$ cat src/apoc_pkg.sv
// ----------------------------------------------------------------------------
// apoc_pkg
// shared types and constants for the box push-out block
// ----------------------------------------------------------------------------
package apoc_pkg;

  localparam int MaxSolids  = 64;
  localparam int MaxPickups = 64;
  localparam int IdxBits    = 6;
  localparam int CntBits    = 7;
  localparam int CoordBits  = 16;
  localparam int SizeBits   = 12;

  typedef enum logic [1:0] {
    OP_LOAD_SOLID  = 2'd0,
    OP_LOAD_PICKUP = 2'd1,
    OP_RESOLVE     = 2'd2,
    OP_NONE        = 2'd3
  } op_e;

  typedef enum logic [2:0] {
    ST_IDLE,
    ST_SOLID,
    ST_PICKUP,
    ST_COUNT,
    ST_DONE
  } state_e;

  localparam logic CFG_SOLID_COUNT  = 1'b0;
  localparam logic CFG_PICKUP_COUNT = 1'b1;

  typedef struct packed {
    logic signed [CoordBits-1:0] left;
    logic signed [CoordBits-1:0] top;
    logic [SizeBits-1:0]         width;
    logic [SizeBits-1:0]         height;
  } rect_t;

endpackage

$ cat src/apoc_overlap.sv
// ----------------------------------------------------------------------------
// apoc_overlap
// strict overlap test between two boxes, with overlap extents
// ----------------------------------------------------------------------------
module apoc_overlap (
  input  apoc_pkg::rect_t a_i,
  input  apoc_pkg::rect_t b_i,
  output logic            hit_o,
  output logic [apoc_pkg::SizeBits:0] ow_o,
  output logic [apoc_pkg::SizeBits:0] oh_o
);
  import apoc_pkg::*;

  logic signed [CoordBits+1:0] ar, br, ab, bb, lo_x, lo_y, hi_x, hi_y, w, h;

  always_comb begin
    ar = (CoordBits+2)'(a_i.left) + (CoordBits+2)'({1'b0, a_i.width});
    br = (CoordBits+2)'(b_i.left) + (CoordBits+2)'({1'b0, b_i.width});
    ab = (CoordBits+2)'(a_i.top) + (CoordBits+2)'({1'b0, a_i.height});
    bb = (CoordBits+2)'(b_i.top) + (CoordBits+2)'({1'b0, b_i.height});
    hi_x = (ar < br) ? ar : br;
    hi_y = (ab < bb) ? ab : bb;
    lo_x = (a_i.left > b_i.left) ? (CoordBits+2)'(a_i.left) : (CoordBits+2)'(b_i.left);
    lo_y = (a_i.top > b_i.top) ? (CoordBits+2)'(a_i.top) : (CoordBits+2)'(b_i.top);
    w = hi_x - lo_x;
    h = hi_y - lo_y;
    hit_o = (w > 0) && (h > 0);
    ow_o = w[SizeBits:0];
    oh_o = h[SizeBits:0];
  end

endmodule
$ cat config.mk
export PLATFORM = sky130hd
export DESIGN_NAME = apoc_overlap
export DESIGN_NICKNAME = d
export VERILOG_FILES = /design/src/apoc_pkg.sv /design/src/apoc_overlap.sv
export SDC_FILE = /design/constraint.sdc
export NUM_CORES = 1
export LEC_CHECK = 0
export BUFFER_PORTS_ARGS = -buffer_cell sky130_fd_sc_hd__buf_2
export CORE_ASPECT_RATIO = 2
export CORE_MARGIN = 5
export CORE_UTILIZATION = 62
export DETAILED_ROUTE_END_ITERATION = 16
export PLACE_DENSITY = 0.95
export SLEW_MARGIN = 20
export SYNTH_ARGS = -nofsm -noshare
export SYNTH_HDL_FRONTEND = slang
export SYNTH_SLANG_ARGS = --single-unit
$ cat constraint.sdc
create_clock -name vclk -period 13.17
set_input_delay 0.6585 -clock vclk [all_inputs]
set_output_delay 0.6585 -clock vclk [all_outputs]
set_load 0.01 [all_outputs]
Word-level counts from Yosys, hierarchy flattened

Index checks and enable logic that the tools add are counted.

$add $sub $neg: 6
Multipliers: 0
Div/mod/pow operators: 0
Order comparisons: 6
Eq/ne operators: 0
Shift operators: 0
Multiplexer cells: 4
Bitwise logic cells: 0
Reductions and logical operators: 1

Operator list:

| kind                | number |
|---|---|
| $mux 18             | 4 |
| $add 16x13->17      | 4 |
| $gt 18x1->1 const B | 2 |
| $sub 18x18->18      | 2 |
| $lt 17x17->1        | 2 |
| $gt 16x16->1        | 2 |
| $logic_and 1x1->1   | 1 |

Register bits: 0
Latch bits: 0
Bits in writable memories: 0
Bits in read-only memories: 0
Input bits: 112
Output and inout port bits: 27
Word-level logic and storage cells: 17
Memories kept: 0

Logic depth before layout (Yosys ltp)

Depth in word-level cells: 6
Mapped depth: 33
Gate-level depth less buffers: 32

Worst setup path after synthesis

No wires, ideal clock.

Path kind: input-to-output
Start: input b_i[12] (netlist bit)
End: output hit_o
Arrival: 6.399 ns
Required time: 12.511 ns
Path slack: 6.113 ns
Stages on the path: 32
Path buffers: 2
Cell sequence: ha_1 -> inv_1 -> fa_1 -> nor2b_4 -> o31a_1 -> o41a_1 -> a211o_2 -> a21oi_4 -> nor3_1 -> xnor2_1 -> ha_1 -> a21o_1 -> a21o_2 -> a21oi_1 -> nand3_1 -> o21a_1 -> o21a_1 -> buf_6 -> buf_12 -> mux2i_1 -> ha_1 -> inv_1 -> fa_1 -> a211oi_1 -> o21ai_0 -> a31oi_1 -> o22ai_1 -> nor2_1 -> mux2i_1 -> nand4_1 -> o31a_1 -> nor3b_1

Word-level cells in the longest chain between the ends: 6

Ends and longest elaborated chain:

| what                | RTL line           | text |
|---|---|---|
| start, declared     | apoc_overlap.sv:7  | `input apoc_pkg::rect_t b_i,` |
| $add 16x13->17 *    | apoc_overlap.sv:18 | `br = (CoordBits+2)'(b_i.left) + (CoordBits+2)'({1'b0, b_i.width});` |
| $lt 17x17->1        | apoc_overlap.sv:21 | `hi_x = (ar < br) ? ar : br;` |
| $mux 18 *           | apoc_overlap.sv:21 |  |
| $sub 18x18->18 *    | apoc_overlap.sv:25 | `w = hi_x - lo_x;` |
| $gt 18x1->1 *       | apoc_overlap.sv:27 | `hit_o = (w > 0) && (h > 0);` |
| $logic_and 1x1->1 * | apoc_overlap.sv:27 |  |
| end, declared       | apoc_overlap.sv:8  | `output logic hit_o,` |

Every way passes the cells marked *; elsewhere a longest branch is shown, timed or not.

Final worst setup path

Start: input a_i[40] (netlist bit)
End: output hit_o

Word-level cells in the longest chain between the ends: 6
Elaborated cells on any way between the ends: 8
Those cells by class: add/sub: 2; order compare: 3; mux: 2; reduce/logical: 1

Ends and longest elaborated chain:

| what                | RTL line           | text |
|---|---|---|
| start, declared     | apoc_overlap.sv:6  | `input apoc_pkg::rect_t a_i,` |
| $add 16x13->17      | apoc_overlap.sv:17 | `ar = (CoordBits+2)'(a_i.left) + (CoordBits+2)'({1'b0, a_i.width});` |
| $lt 17x17->1        | apoc_overlap.sv:21 |  |
| $mux 18             | apoc_overlap.sv:21 |  |
| $sub 18x18->18 *    | apoc_overlap.sv:25 |  |
| $gt 18x1->1 *       | apoc_overlap.sv:27 |  |
| $logic_and 1x1->1 * | apoc_overlap.sv:27 |  |

Marked as above.

==> flow_metrics.env <==
export IMPL_grt_pass1_vias=7425
export IMPL_vias=7113
export IMPL_leakage_nw=3.73
export IMPL_critPathArrivalTime_ns=7.79
export IMPL_endpoint_kind="primary output"
export IMPL_fin_setup_tns_ns=0
export IMPL_synthTopCellsByCount="ha_1, inv_1, a21oi_1, nor2_1, mux2i_1"
export IMPL_die_h_um=153
export IMPL_hold_viol_final=0
export IMPL_fp_dieW_um=81.7
export IMPL_totalWireLength_mm=19.9
export IMPL_worstPathMaxFanout=16
export IMPL_synth_distinct_cells=65
export IMPL_syn_num_nets=1108
export IMPL_seq_cells=0
export IMPL_cts_resized=0
export IMPL_relSlewSlack_pct=55.0
export IMPL_vdd_ir_drop_max_v=0.000116
export IMPL_grt_use_met1_pct=28.0
export IMPL_synthesis_area_um2=6370
export IMPL_hp_class="primary input to primary output"
export IMPL_num_clock_buffers=0
export IMPL_postCtsHoldBufs=0
export IMPL_period_share_pct=64.1
export IMPL_synth_cells=846
export IMPL_avgSynthCellArea_um2=7.53
export IMPL_area_growth_pct=13.3
export IMPL_core_area_um2=10100
export IMPL_status="finished, final reports clean"
export IMPL_die_area_um2=12500
export IMPL_path_class="primary input to primary output"
export IMPL_yosysWarnings=0
export IMPL_port_buffers=139
export IMPL_finalSetupViolCount=0
export IMPL_gr_total_overflow=0
export IMPL_gr_max_usage_layer="met2"
export IMPL_viasPerCell=6.38
export IMPL_tightest_slew_ns=0.670
export IMPL_initial_core_util_pct=63.1
export IMPL_place_gp_congestion=0.984
export IMPL_drc=0
export IMPL_grt_pass1_wl_mm=32.1
export IMPL_antennaDiodeCount=0
export IMPL_placed_cell_area_um2=7210
export IMPL_grt_use_total_pct=31.5
export IMPL_ant_nets=0
export IMPL_cts_setup_buffers=0
export IMPL_met2_usage_pct=63.1
export IMPL_layout_nets=1244
export IMPL_synth_area_leaders="ha_1, mux2i_1, xnor2_1, inv_1, a21oi_1"
export IMPL_post_drt_wl_per_cell_um=17.9
export IMPL_drive_gt1_share_pct=18.6
export IMPL_drt_iter0_drc=259
export IMPL_maxSlewViolCount=0
export IMPL_rsz0062_at_grt="false"
export IMPL_seq_area_um2=0
export IMPL_slowest_stage="o41ai_2"
export IMPL_critPathRequiredTime_ns=12.51
export IMPL_use_met3_pct=2.12
export IMPL_critPathLaunchType="primary input"
export IMPL_std_cell_rows=52
export IMPL_whs_path_depth=5
export IMPL_ys_seq_area_share_pct=0
export IMPL_ios=139
export IMPL_synth_most_common_cell="ha_1"
export IMPL_max_cap_violations=0
export IMPL_power_density_nw_per_um2=120
export IMPL_dpl_hpwl_mm=17.5
export IMPL_antenna_found_initial=0
export IMPL_max_stage_delay_ns=0.41
export IMPL_firstDrtPassIters=5
export IMPL_max_freq_mhz=118
export IMPL_netlist_top_cell_by_area="ha_1"
export IMPL_timing_final_crit_period_ns=8.45
export IMPL_yosysTopAreaCellShare_pct=28.3
export IMPL_stdcell_area_um2=7210
export IMPL_grt_max_degree=21
[cell families (layout without fill, tap and decap cells)]
logic type / Yosys count / count (layout) / synth area share (%)
multiplexers: 58 / 58 / 9.26
adder cells (fa/ha/maj): 150 / 150 / 30.2
buffers and inverters: 93 / 227 / 5.91
XOR/XNOR: 73 / 73 / 10.2
AND/OR/NAND/NOR: 210 / 210 / 16.6
AO/OA/AOI/OAI: 262 / 262 / 27.9
[metal layers]
layer	up-vias	part of all wire (%)
met5	-	0
met3	108	4.5
met4	0	7.6
met2	303	55
li1	3428	-
met1	3274	33
[worst paths after layout]
| path | startpoint | endpoint | slack (ns) |
|---|---|---|---|
| worst min-delay path | a_i[24] | oh_o[0] | 1.88 |
| worst max-delay path | a_i[40] | hit_o | 4.72 |
[layout make-up]
cell class	instances	area, µm²
fillers	809	2870
multi-input cells	753	6000
repair buffers	144	733
inverters	83	312
well taps	135	169
[worst max-delay path, delay by kind of cell]
family / cells / cell delay, ns
AO/OA/AOI/OAI: 14 / 3.63
XOR/XNOR: 1 / 0.19
multiplexers: 2 / 0.51
adder cells (fa/ha/maj): 5 / 1.31
AND/OR/NAND/NOR: 5 / 0.73
buffers and inverters: 6 / 0.75
[report_power, final]
part	switching, W	internal, W	total (W)
Combinational	0.000500	0.000366	0.000866
Clock	0	0	0
Sequential	0	0	0
Total	0.000500	0.000366	0.000866
[cell usage in the layout, fill, tap and decap left out, types with 17 or more instances in the layout]
cell type and count:
ha_1 144, buf_2 139, inv_1 83, a21oi_1 61
nor2_1 59, mux2i_1 51, o21ai_0 48, xnor2_1 46
nor3_1 31, nand2_1 31, a21o_1 28, xor2_1 26
o21a_1 21, nand3_1 17
[metrics by stage]
| stage | util, % | setup slack [ns] | power, W | hold slack, ns | instances |
|---|---|---|---|---|---|
| after floorplan | - | 6.11 | 0.000607 | 1.60 | 846 |
| after global placement | 71.5 | 5.06 | 0.000831 | 1.86 | 1115 |
| after detailed placement | 71.5 | 4.88 | 0.000850 | 1.88 | 1115 |
| after CTS | 71.5 | 4.84 | 0.000854 | 1.88 | 1115 |
| after global routing | 71.5 | 4.19 | 0.000950 | 1.91 | 1115 |
| final | 71.5 | 4.72 | 0.000866 | 1.88 | 1115 |
Note: power is estimated with default switching activity, not from simulation.
